### src/hw/rtl/plru_pkg.sv
package plru_pkg;

	// geometry
	localparam int SETS       = 2048;
	localparam int WAYS       = 16;
	localparam int PC_ENTRIES = 1024;
	localparam int SET_W      = $clog2(SETS);
	localparam int WAY_W      = $clog2(WAYS);
	localparam int PC_W       = $clog2(PC_ENTRIES);
	localparam int POS_W      = WAY_W;
	localparam int CLR_W      = (SET_W > PC_W) ? SET_W : PC_W;
	localparam int CLR_LEN    = (SETS > PC_ENTRIES) ? SETS : PC_ENTRIES;

	// field widths
	localparam int ADDR_W  = 64;
	localparam int CNT_W   = 16;
	localparam int EPOCH_W = 32;

	// operation codes
	localparam logic OP_VICTIM = 1'b0;
	localparam logic OP_UPDATE = 1'b1;

	// configuration register indexes
	localparam logic [1:0] REG_REUSE_TH  = 2'd0;
	localparam logic [1:0] REG_STRIDE_TH = 2'd1;
	localparam logic [1:0] REG_EPOCH_LEN = 2'd2;

	// configuration reset values
	localparam logic [CNT_W-1:0]   REUSE_TH_RST  = 16'd2;
	localparam logic [CNT_W-1:0]   STRIDE_TH_RST = 16'd2;
	localparam logic [EPOCH_W-1:0] EPOCH_LEN_RST = 32'd100000;
	localparam logic [CNT_W-1:0]   REUSE_MAX     = 16'hFFFF;

	typedef struct packed {
		logic              op;
		logic [SET_W-1:0]  set_index;
		logic [WAY_W-1:0]  way;
		logic [PC_W-1:0]   pc_index;
		logic [ADDR_W-1:0] address;
		logic              hit;
	} in_t;

	typedef struct packed {
		logic [WAY_W-1:0] victim_way;
		logic [WAY_W-1:0] temporal_ways;
	} out_t;

	typedef struct packed {
		logic [CNT_W-1:0]   reuse_th;
		logic [CNT_W-1:0]   stride_th;
		logic [EPOCH_W-1:0] epoch_len;
	} cfg_t;

	typedef struct packed {
		logic [CNT_W-1:0]  reuse;
		logic [CNT_W-1:0]  stride;
		logic [ADDR_W-1:0] last;
	} pc_ent_t;

	typedef logic [WAYS-1:0][POS_W-1:0] row_t;

	// controller to datapath
	typedef struct packed {
		logic             capture;
		logic             commit;
		logic             clear;
		logic [CLR_W-1:0] clear_idx;
	} cmd_t;

	// datapath to controller
	typedef struct packed {
		logic is_victim;
		logic out_busy;
	} stat_t;

	// recency row after reset: each way's position equals its index
	function automatic row_t reset_row();
		row_t r;
		for (int w = 0; w < WAYS; w++) begin
			r[w] = POS_W'(w);
		end
		return r;
	endfunction

endpackage

### src/hw/rtl/plru_ctrl.sv
module plru_ctrl import plru_pkg::*; (
	input  logic  clk,
	input  logic  arst_n,
	input  logic  in_valid,
	output logic  in_stall,
	input  stat_t stat,
	output cmd_t  cmd
);

	typedef enum logic [2:0] {
		ST_CLEAR = 3'b001,
		ST_IDLE  = 3'b010,
		ST_EXEC  = 3'b100
	} state_t;

	state_t           state_q;
	logic [CLR_W-1:0] clr_q;
	logic             go;

	// execute unless a result must wait for the output slot
	assign go = (state_q == ST_EXEC) && !(stat.is_victim && stat.out_busy);

	assign in_stall      = (state_q != ST_IDLE);
	assign cmd.capture   = (state_q == ST_IDLE) && in_valid;
	assign cmd.commit    = go;
	assign cmd.clear     = (state_q == ST_CLEAR);
	assign cmd.clear_idx = clr_q;

	// sequencer
	always_ff @(posedge clk or negedge arst_n) begin
		if (!arst_n) begin
			state_q <= ST_CLEAR;
			clr_q   <= '0;
		end else begin
			unique case (state_q)
				ST_CLEAR: begin
					clr_q <= clr_q + 1'b1;
					if (clr_q == CLR_W'(CLR_LEN - 1)) begin
						state_q <= ST_IDLE;
					end
				end
				ST_IDLE: begin
					if (in_valid) begin
						state_q <= ST_EXEC;
					end
				end
				ST_EXEC: begin
					if (go) begin
						state_q <= ST_IDLE;
					end
				end
				default: state_q <= ST_CLEAR;
			endcase
		end
	end

endmodule

### config.mk
export PLATFORM = sky130hd
export DESIGN_NAME = plru_ctrl
export DESIGN_NICKNAME = d
export VERILOG_FILES = /design/src/hw/rtl/plru_pkg.sv /design/src/hw/rtl/plru_ctrl.sv
export SDC_FILE = /design/constraint.sdc
export NUM_CORES = 1
export LEC_CHECK = 0
export BUFFER_PORTS_ARGS = -buffer_cell sky130_fd_sc_hd__buf_4
export CORE_MARGIN = 2
export CORE_UTILIZATION = 53
export DETAILED_ROUTE_END_ITERATION = 8
export PLACE_DENSITY = 0.8
export SETUP_SLACK_MARGIN = 0.4
export SLEW_MARGIN = 10
export SYNTH_ARGS = -nofsm -noshare
export SYNTH_HDL_FRONTEND = slang
export SYNTH_SLANG_ARGS = --single-unit
### constraint.sdc
create_clock -name clk -period 2.93 [get_ports clk]
set_clock_uncertainty 0.05 [all_clocks]
set_input_delay 0.586 -clock clk [delete_from_list [all_inputs] [get_ports clk]]
set_output_delay 0.586 -clock clk [all_outputs]
set_load 0.005 [all_outputs]
# Word-level counts from Yosys, hierarchy flattened
# Cells that the tools add are included.
[word_totals] regBits=14 output_inout_bits=15 word_cells=20
[op_classes] n_addsub=1 eq_ne=8 n_mux=4 reduce_logical=5
[ops] cell="11-bit by 1-bit adder with 11-bit output (second input constant)" n=1
[ops] cell="11-bit equality test (second input constant)" n=1
[ops] cell="3-bit two-way mux" n=3
[ops] cell="3-bit case mux with 3 select lines" n=1
[ops] cell="2-bit != test (second input constant)" n=2
[ops] cell="3-bit by 1-bit equality test with 1-bit output (second input constant)" n=1
[ops] cell="3-bit by 2-bit equality test with 1-bit output (second input constant)" n=1
[ops] cell="3-bit equality test (second input constant)" n=1
[ops] cell="1-bit logical AND" n=3
[ops] cell="3-bit by 2-bit != test with 1-bit output (second input constant)" n=1
[ops] cell="3-bit AND reduction" n=1
[ops] cell="2-bit by 1-bit != test with 1-bit output (second input constant)" n=1
[ops] cell="1-bit zero test" n=1

# Longest topological paths before layout
# Gate-level depths: netlist of the first run.
[depth] ltp_word=5 ltp_mapped=5

# Worst setup path after synthesis of the first run
# Ideal clock, no wire load.
[synth_timing] path_kind="reg-to-output" startpoint="register state_q[2]" endpoint="output port cmd[13] (netlist bit)" t_arrival_ns=0.913 required_time_ns=2.294 path_slack_ns=1.381 path_stages_with_launch=4 n_path_buf=1 cell_sequence="dfrtp_1 -> buf_6 -> nor3b_1 -> and2_1"
[synth_rtl] element="from (decl)" line_no="plru_ctrl.sv:16" source="state_t state_q;"
[synth_rtl] element="from (signal assigned)" line_no="plru_ctrl.sv:32" source="state_q <= ST_CLEAR;"
[synth_rtl] element="from (signal assigned)" line_no="plru_ctrl.sv:39" source="state_q <= ST_IDLE;"
[synth_rtl] element="from (signal assigned)" line_no="plru_ctrl.sv:44" source="state_q <= ST_EXEC;"
[synth_rtl] element="to (decl)" line_no="plru_ctrl.sv:7" source="output cmd_t cmd"

==> flow_summary.json, run 1 <==
{
  "die_h_um": 41.4,
  "die_area_sq_um": 1720,
  "cp.arrival_ns": 1.38,
  "cts-resized-gates": 0,
  "grt_overflow_total": 0,
  "synth.avg_cell_area_sq_um": 11.4,
  "yosysSeqAreaShare_pct": 47.4,
  "grt_max_degree": 15,
  "cts_tree": "yes",
  "grt_pass1_vias": 513,
  "worstPathMaxFanout": 7,
  "io_buffers": 19,
  "multi_input_area_sq_um": 349,
  "clockRootBuffer": "clkbuf_4",
  "place_congestion": 0.752,
  "ys_warn_count": 0,
  "cp-end-kind": "output port",
  "busiest_layer": "met2",
  "seqCellArea_sq_um": 352,
  "status": "complete, no violations",
  "final_common_cell": "buf_4",
  "n_fill_cell": 100,
  "peakVddDrop_mv": 0.311,
  "ys_ff_latch": 14,
  "synth_fa_ha_area_share_pct": 1.69,
  "finalCoreUtilization_pct": 69.1,
  "min_period_over_period_pct": 68.7,
  "worst_pin_slew_ns": 0.482,
  "netlist_area_sq_um": 742,
  "post-dp-hpwl_um": 1030,
  "syn_nets": 71,
  "synthArstFlopShare_pct": 100,
  "drc_errors": 0,
  "firstDrtPassIters": 5,
  "antenna_found_initial": 0,
  "rows": 13,
  "synth_flop_cell": "dfrtp_1",
  "grt_use_total_pct": 16.6,
  "crit_path_start_kind": "register",
  "grt_pass1_wl_um": 2210,
  "setup_viol_count_final": 0,
  "nets": 92,
  "num_vias": 536,
  "avgViaCountPerCell": 5.36,
  "slew_violations": 0,
  "drt_iter0_markers": 4,
  "synth_compound_area_share_pct": 3.88,
  "n_antenna_cell": 0,
  "crit_path_cell_trace": "nor3b_2 -> buf_4",
  "drt-total-wl_um": 1310,
  "synthCells": 65,
  "layout_common_cells": "19 x buf_4, 13 x dfrtp_1, 7 x nand2_1, 7 x xor2_1",
  "period_minus_slack_ns": 2.01,
  "synthXorXnorAreaFrac_pct": 11.8,
  "finalSetupTns_ns": 0,
  "yosys.area_share.simple_pct": 28.2,
  "cp_slowest_cell": "dfstp_2",
  "p_per_area_nw_per_um2": 347,
  "clk_pin_slew_ns": 0.09,
  "hold_class": "primary input to async pin",
  "clock_latency_ns": 0.28,
  "grt_setup_unrepaired": "no",
  "required_ns": 2.29,
  "ant_nets": 0,
  "io_pins": 20,
  "use_met3_pct": 6.96,
  "use_met1_pct": 20.8,
  "drive_above_1_share_pct": 34.1,
  "cts.sinks": 14,
  "area_growth_pct": 21.2,
  "synth-edff-count": 0,
  "clk_path_buf_depth": 2,
  "start_util_pct": 57.0,
  "wl_per_cell_um": 13.1,
  "fp.coreArea_sq_um": 1300,
  "htreeDepth": 1,
  "met2_usage_pct": 27.2,
  "finalHoldViolations": 0,
  "path_class": "register to output port",
  "hold_buffers": 0,
  "slew_headroom_pct": 67.7,
  "synth_top_family_by_area": "simple AND/OR/NAND/NOR gates",
  "cts_buffers": 3,
  "leakagePower_nw": 0.457,
  "synth_cell_types": 29,
  "maxCapViolCount": 0,
  "fmax_mhz": 497,
  "die_x_um": 41.4,
  "post-cts-setup-buffers": 0,
  "crit_path_max_incr_delay_ns": 0.58,
  "synth.area.mux_share_pct": 1.52
}
## registers in the layout (all words and copies together), names as in the netlist
name     count
clr_q       11
state_q      3
## worst max-delay path: cells and delay by family, from the launching register on
family / cells / cell delay, ns
simple gates: 1 / 0.35
flops: 1 / 0.58
buf+inv: 1 / 0.18
## synth_stat cells, types with 2 or more instances
cell type	count	share of area, %
buf_6	2	3.0
nor2_1	3	1.5
xor2_1	7	8.3
nand2_1	7	3.5
dfrtp_1	13	44
nand3_1	2	1.3
inv_1	3	1.5
xnor2_1	3	3.5
nor4_4	2	5.7
nor3_1	3	2.0
a21oi_1	2	1.3
## layer usage
metal / up-vias / wire [um]
met5: - / 0
met4: 0 / 0
met3: 0 / 62
met2: 12 / 660
met1: 258 / 589
li1: 266 / -
## worst paths after layout
check	start	to	slack, ns	cells after the start
worst max-delay path	state_q[0]$_DFFE_PN1P_	cmd[11]	0.92	2
worst max register to register	state_q[1]$_DFFE_PN0P_	clr_q[10]$_DFFE_PN0P_	1.26	3
min in group clk	clr_q[10]$_DFFE_PN0P_	clr_q[10]$_DFFE_PN0P_	0.45	1
worst min register to register	clr_q[10]$_DFFE_PN0P_	clr_q[10]$_DFFE_PN0P_	0.45	1
max in group asynchronous	arst_n	state_q[0]$_DFFE_PN1P_	2.50	1
worst min-delay path	arst_n	clr_q[4]$_DFFE_PN0P_	0.08	1
## through the flow
| step | cells | power [mW] | cell area [sq um] | hold slack (ns) | setup WS, ns |
|---|---|---|---|---|---|
| CTS | 100 | 0.316 | 900 | 0.0870 | 0.904 |
| global placement | 96 | 0.205 | 873 | 0.392 | 1.22 |
| detailed placement | 96 | 0.206 | 873 | 0.393 | 1.21 |
| global route | 100 | 0.328 | 900 | 0.0818 | 0.834 |
| finish | 100 | 0.312 | 900 | 0.0848 | 0.918 |
| floorplan | 65 | 0.197 | 742 | 0.240 | 1.38 |
## cell type report
| cell class | count | share of cell area [%] |
|---|---|---|
| sequential | 14 | 39.1 |
| multi-input combinational | 45 | 38.8 |
| timing repair buffer | 19 | 15.9 |
| clock buffer | 4 | 2.92 |
| tap | 15 | 2.09 |
| inverter | 3 | 1.25 |
## where the power goes
part	internal, mW	switching (mW)
Combinational	0.00360	0.00467
Sequential	0.193	0
Clock	0.0527	0.0583
## logic make-up (layout without fill, tap and decap cells)
group	after synthesis	count (layout)
fa+ha+maj	1	1
buf+inv	6	26
flops	14	14
simple gates	29	29
mux	1	1
compound gates	4	4
xor+xnor	10	10
Note: power is estimated with default switching activity, not from simulation.
==> run 2: changes to the inputs <==
--- a/config.mk
+++ b/config.mk
@@ -7,9 +7,9 @@
 export LEC_CHECK = 0
 export BUFFER_PORTS_ARGS = -buffer_cell sky130_fd_sc_hd__buf_4
 export CORE_MARGIN = 2
-export CORE_UTILIZATION = 53
+export CORE_UTILIZATION = 49
 export DETAILED_ROUTE_END_ITERATION = 8
-export PLACE_DENSITY = 0.8
+export PLACE_DENSITY = 0.75
 export SETUP_SLACK_MARGIN = 0.4
 export SLEW_MARGIN = 10
 export SYNTH_ARGS = -nofsm -noshare
==> constraint.sdc (replaced) <==
create_clock -name clk -period 2.1 [get_ports clk]
set_clock_uncertainty 0.05 [all_clocks]
set_input_delay 0.42 -clock clk [delete_from_list [all_inputs] [get_ports clk]]
set_output_delay 0.42 -clock clk [all_outputs]
set_load 0.005 [all_outputs]
==> run 2 against run 1 <==
  * Non-clock buffer count grew 3
  * Routed wire length decreased by 5.1%
  * Combinational power increased by 57%
  * First-iteration DRC count is 25% lower
  * Clock-buffer cell count is the same
  * Cell area increased by 5.0%
  * Worst hold slack gained 0.31 ns
  * Register-to-register slack worse by 0.76 ns
  * Global-route usage is essentially flat
  * Cell count increased by 4.0%
  * Critical path type unchanged
==> flow_summary.json, run 2 (same netlist as run 1, synthesis figures left out) <==
{
  "r2r_start": "clr_q[0]$_DFFE_PN0P_",
  "drive_above_1_share_pct": 39.8,
  "clk_pin_slew_ns": 0.07,
  "startpoint": "state_q[0]$_DFFE_PN1P_",
  "cts_tree": "yes",
  "clockRootBuffer": "clkbuf_4",
  "worst_pin_slew_ns": 0.424,
  "reg_top3": "clr_q x11, state_q x3",
  "nets": 95,
  "drt_iter0_markers": 3,
  "cp-end-kind": "output port",
  "peakVddDrop_mv": 0.284,
  "rows": 14,
  "total_power_mw": 0.440,
  "area_growth_pct": 27.3,
  "die_h_um": 42.9,
  "setup_viol_count_final": 0,
  "firstDrtPassIters": 4,
  "regMostFlops": "clr_q",
  "num_vias": 516,
  "leakagePower_nw": 0.472,
  "die_x_um": 42.9,
  "n_fill_cell": 117,
  "grt_use_total_pct": 16.6,
  "drc_errors": 0,
  "wl_per_cell_um": 12.0,
  "largest_reg_flops": 11,
  "maxCapViolCount": 0,
  "fmax_mhz": 583,
  "p_per_area_nw_per_um2": 465,
  "final_common_cell": "buf_4",
  "dpl_cell_area_sq_um": 875,
  "layout_common_cells": "21 x buf_4, 11 x dfrtp_1, 7 x nand2_1, 7 x xor2_1",
  "cts_buffers": 3,
  "worstPathMaxFanout": 7,
  "cts.sinks": 14,
  "finalCoreUtilization_pct": 65.0,
  "clk_path_buf_depth": 2,
  "hold_class": "primary input to register",
  "post-dp-hpwl_um": 948,
  "finalSetupTns_ns": 0,
  "grt_setup_unrepaired": "yes",
  "antenna_found_initial": 0,
  "grt_pass1_vias": 529,
  "finalHoldViolations": 0,
  "io_pins": 20,
  "cp.arrival_ns": 1.25,
  "status": "complete, no violations",
  "n_antenna_cell": 0,
  "ant_nets": 0,
  "slew_headroom_pct": 71.5,
  "cp_slowest_cell": "dfstp_2",
  "avgViaCountPerCell": 4.96,
  "start_util_pct": 51.0,
  "crit_path_max_incr_delay_ns": 0.60,
  "required_ns": 1.63,
  "grt_pass1_wl_um": 2320,
  "fp.coreArea_sq_um": 1450,
  "die_area_sq_um": 1840,
  "period_minus_slack_ns": 1.72,
  "seqCellArea_sq_um": 354,
  "clock_latency_ns": 0.28,
  "grt_max_degree": 15,
  "io_buffers": 19,
  "slew_violations": 0,
  "grt_overflow_total": 0,
  "crit_path_start_kind": "register",
  "multi_input_area_sq_um": 365,
  "drt-total-wl_um": 1240,
  "crit_path_cell_trace": "nor3b_4 -> buf_4",
  "min_period_over_period_pct": 81.7,
  "place_congestion": 0.694,
  "stdcell_area_sq_um": 945,
  "path_class": "register to output port",
  "hp-start": "in_valid",
  "htreeDepth": 1
}
==> run 2: per-stage QoR <==
stage	worst slack [ns]	hold WS, ns	cells
2_1_floorplan	0.690	0.0744	65
6_report	0.385	0.391	104
5_1_grt	0.329	0.401	104
3_5_place_dp	0.428	0.226	97
4_1_cts	0.383	0.383	104
3_3_place_gp	0.475	0.228	97
==> run 2: power breakdown <==
| group | internal (mW) | leakage (nW) | total [mW] | switching [mW] |
|---|---|---|---|---|
| Clock | 0.0736 | 0.0150 | 0.157 | 0.0835 |
| Combinational | 0.00622 | 0.278 | 0.0130 | 0.00680 |
| Sequential | 0.269 | 0.179 | 0.269 | 0 |
==> run 2: final timing paths <==
check	end	slack, ns	cells after the start
max in group asynchronous	state_q[0]$_DFFE_PN1P_	1.28	2
setup / recovery	cmd[11]	0.38	2
min in group asynchronous	clr_q[6]$_DFFE_PN0P_	0.47	2
setup reg to reg	state_q[1]$_DFFE_PN0P_	0.50	4
hold / removal	state_q[2]$_DFFE_PN0P_	0.39	3
hold reg to reg	clr_q[9]$_DFFE_PN0P_	0.45	1
==> run 2: timing repair <==
action                     in CTS  in global routing
pin swaps                       2                  0
hold endpoints to repair       13                  0
hold buffers                    1                  0
setup buffers                   2                  0
resized for setup               4                  1
setup endpoints to repair       4                  9
==> run 2: area by class of cell <==
class | count | area share, %
multi-input cells | 45 | 38.7
flip-flops and latches | 14 | 37.5
clock buffers | 4 | 2.78
repair buffers | 22 | 17.7
inverters | 3 | 1.19
well taps | 16 | 2.12
==> run 2: critical path, delay by kind of cell (launching register included) <==
family	cells	cell delay (ns)
buf+inv	1	0.14
simple gates	1	0.23
flops	1	0.60
==> run 2: per-layer routing <==
layer / share of wire (%) / global-route usage [%] / vias up
met1: 50 / 23.6 / 235
met4: 0 / 5.63 / 0
li1: - / - / 271
met5: 0 / 0 / -
met3: 5.3 / 4.26 / 0
met2: 44 / 24.5 / 10
==> run 3: changes to the inputs <==
--- a/config.mk
+++ b/config.mk
@@ -7,9 +7,9 @@
 export LEC_CHECK = 0
 export BUFFER_PORTS_ARGS = -buffer_cell sky130_fd_sc_hd__buf_4
 export CORE_MARGIN = 2
-export CORE_UTILIZATION = 49
+export CORE_UTILIZATION = 45
 export DETAILED_ROUTE_END_ITERATION = 8
-export PLACE_DENSITY = 0.75
+export PLACE_DENSITY = 0.73
 export SETUP_SLACK_MARGIN = 0.4
 export SLEW_MARGIN = 10
 export SYNTH_ARGS = -nofsm -noshare
==> constraint.sdc (replaced) <==
create_clock -name clk -period 1.5 [get_ports clk]
set_clock_uncertainty 0.05 [all_clocks]
set_input_delay 0.3 -clock clk [delete_from_list [all_inputs] [get_ports clk]]
set_output_delay 0.3 -clock clk [all_outputs]
set_load 0.005 [all_outputs]
==> run 3 against run 2 <==
  * The flow now finishes with violations (setup timing)
  * First-iteration DRC count increased to 3.3 times the previous value
  * Via count increased by 22%
  * Sequential share of layout area decreased by 7.6 points
  * Critical path depth unchanged
  * Cell area increased by 28%
  * Global-route usage increased by 2.4 points
  * Worst hold slack got worse by 0.14 ns
  * Register-to-register slack got worse by 0.47 ns
  * Non-clock buffer count increased by 13
  * Flip-flop and latch count unchanged
  * Combinational power increased by 45%
  * Critical endpoint unchanged
  * Largest cell class unchanged
==> flow_summary.json, run 3 (same netlist as run 1, synthesis figures left out) <==
{
  "cp-end-kind": "output port",
  "dpl_cell_area_sq_um": 962,
  "post-dp-hpwl_um": 1020,
  "io_pins": 20,
  "cp.arrival_ns": 1.23,
  "antenna_found_initial": 0,
  "maxCapViolCount": 0,
  "grt_max_degree": 15,
  "fp.coreArea_sq_um": 1520,
  "grt_use_total_pct": 19.0,
  "placedCellCount": 99,
  "finalSetupTns_ns": -0.187,
  "drive_above_1_share_pct": 62.4,
  "cts_tree": "yes",
  "io_buffers": 19,
  "drc_errors": 0,
  "required_ns": 1.15,
  "seqCellArea_sq_um": 360,
  "peakVddDrop_mv": 0.466,
  "min_period_over_period_pct": 106,
  "final_common_cell": "buf_4",
  "worstPathMaxFanout": 4,
  "violations": "setup timing",
  "wl_per_cell_um": 13.2,
  "status": "finished with violations",
  "avgViaCountPerCell": 5.37,
  "crit_path_start_kind": "register",
  "clock_latency_ns": 0.27,
  "cts.sinks": 14,
  "num_vias": 628,
  "grt_overflow_total": 0,
  "slew_violations": 0,
  "die_x_um": 44.6,
  "grt_pass1_wl_um": 2670,
  "worst_pin_slew_ns": 0.345,
  "nets": 108,
  "htreeDepth": 1,
  "cts_buffers": 3,
  "clk_pin_slew_ns": 0.08,
  "rows": 14,
  "firstDrtPassIters": 4,
  "layout_common_cells": "20 x buf_4, 14 x buf_6, 7 x xor2_1, 7 x dfrtp_2",
  "finalHoldViolations": 0,
  "drt_iter0_markers": 10,
  "final.setup.worst_slack_ns": -0.0828,
  "fmax_mhz": 632,
  "fin_cells": 117,
  "fin_hold_ws_ns": 0.252,
  "start_util_pct": 48.7,
  "ant_nets": 0,
  "clk_path_buf_depth": 2,
  "grt_pass1_vias": 616,
  "setup_viol_count_final": 3,
  "place_congestion": 0.816,
  "slew_headroom_pct": 76.9,
  "n_fill_cell": 95,
  "hold_class": "primary input to register",
  "leakagePower_nw": 0.611,
  "die_h_um": 44.6,
  "clockRootBuffer": "clkbuf_4",
  "regMostFlops": "clr_q",
  "path_class": "register to output port",
  "grt_setup_unrepaired": "yes",
  "reg_top3": "clr_q x11, state_q x3",
  "n_antenna_cell": 0,
  "die_area_sq_um": 1990,
  "largest_reg_flops": 11,
  "finalCoreUtilization_pct": 79.1,
  "multi_input_area_sq_um": 470,
  "period_minus_slack_ns": 1.58,
  "p_per_area_nw_per_um2": 508,
  "area_growth_pct": 62.6,
  "stdcell_area_sq_um": 1210,
  "drt-total-wl_um": 1540
}
==> run 3: layout make-up <==
| cell class | count | area share (%) |
|---|---|---|
| multi-input combinational | 45 | 39.0 |
| sequential | 14 | 29.9 |
| timing repair buffer | 35 | 26.3 |
| clock buffer | 4 | 2.18 |
| tap | 16 | 1.66 |
| inverter | 3 | 0.934 |
==> run 3: final timing paths <==
kind,from,end,slack [ns],cells past startpoint
hold reg to reg,clr_q[3]$_DFFE_PN0P_,clr_q[3]$_DFFE_PN0P_,0.48,1
max in group asynchronous,arst_n,state_q[0]$_DFFE_PN1P_,0.81,2
setup reg to reg,state_q[0]$_DFFE_PN1P_,clr_q[9]$_DFFE_PN0P_,0.03,5
setup / recovery,state_q[0]$_DFFE_PN1P_,cmd[11],-0.08,2
min in group asynchronous,arst_n,clr_q[6]$_DFFE_PN0P_,0.35,2
hold / removal,in_valid,state_q[2]$_DFFE_PN0P_,0.25,3
==> run 3: timing repair <==
| item | CTS | global route |
|---|---|---|
| hold endpoints to repair | 13 | 0 |
| setup buffers | 12 | 1 |
| resized for setup | 25 | 4 |
| cloned | 0 | 0 |
| hold buffers | 1 | 0 |
| endpoints found under the setup margin | 28 | 28 |
| pin swaps | 10 | 2 |
==> run 3: critical path, cell delays in order (launching register included) <==
cell     delay (ns)
dfstp_2        0.59
nor3b_4        0.23
buf_4          0.14
==> run 3: per-stage QoR <==
step	setup WS, ns	power, mW
after floorplan	0.165	0.385
after global placement	0.115	0.401
after detailed placement	0.0727	0.401
after CTS	-0.0639	0.620
after global routing	-0.133	0.635
final	-0.0828	0.612
==> run 3: where the power goes <==
group	switching (mW)	internal [mW]	total [mW]
Clock	0.113	0.103	0.216
Sequential	0	0.377	0.377
Combinational	0.0101	0.00873	0.0188
==> run 3: routing by layer <==
layer	up-vias	GRT usage [%]	routed length (um)	part of all wire, %
li1	299	-	-	-
met5	-	0	0	0
met1	314	26.2	689	45
met4	0	9.09	18	1.2
met3	2	3.67	67	4.4
met2	13	28.7	765	50
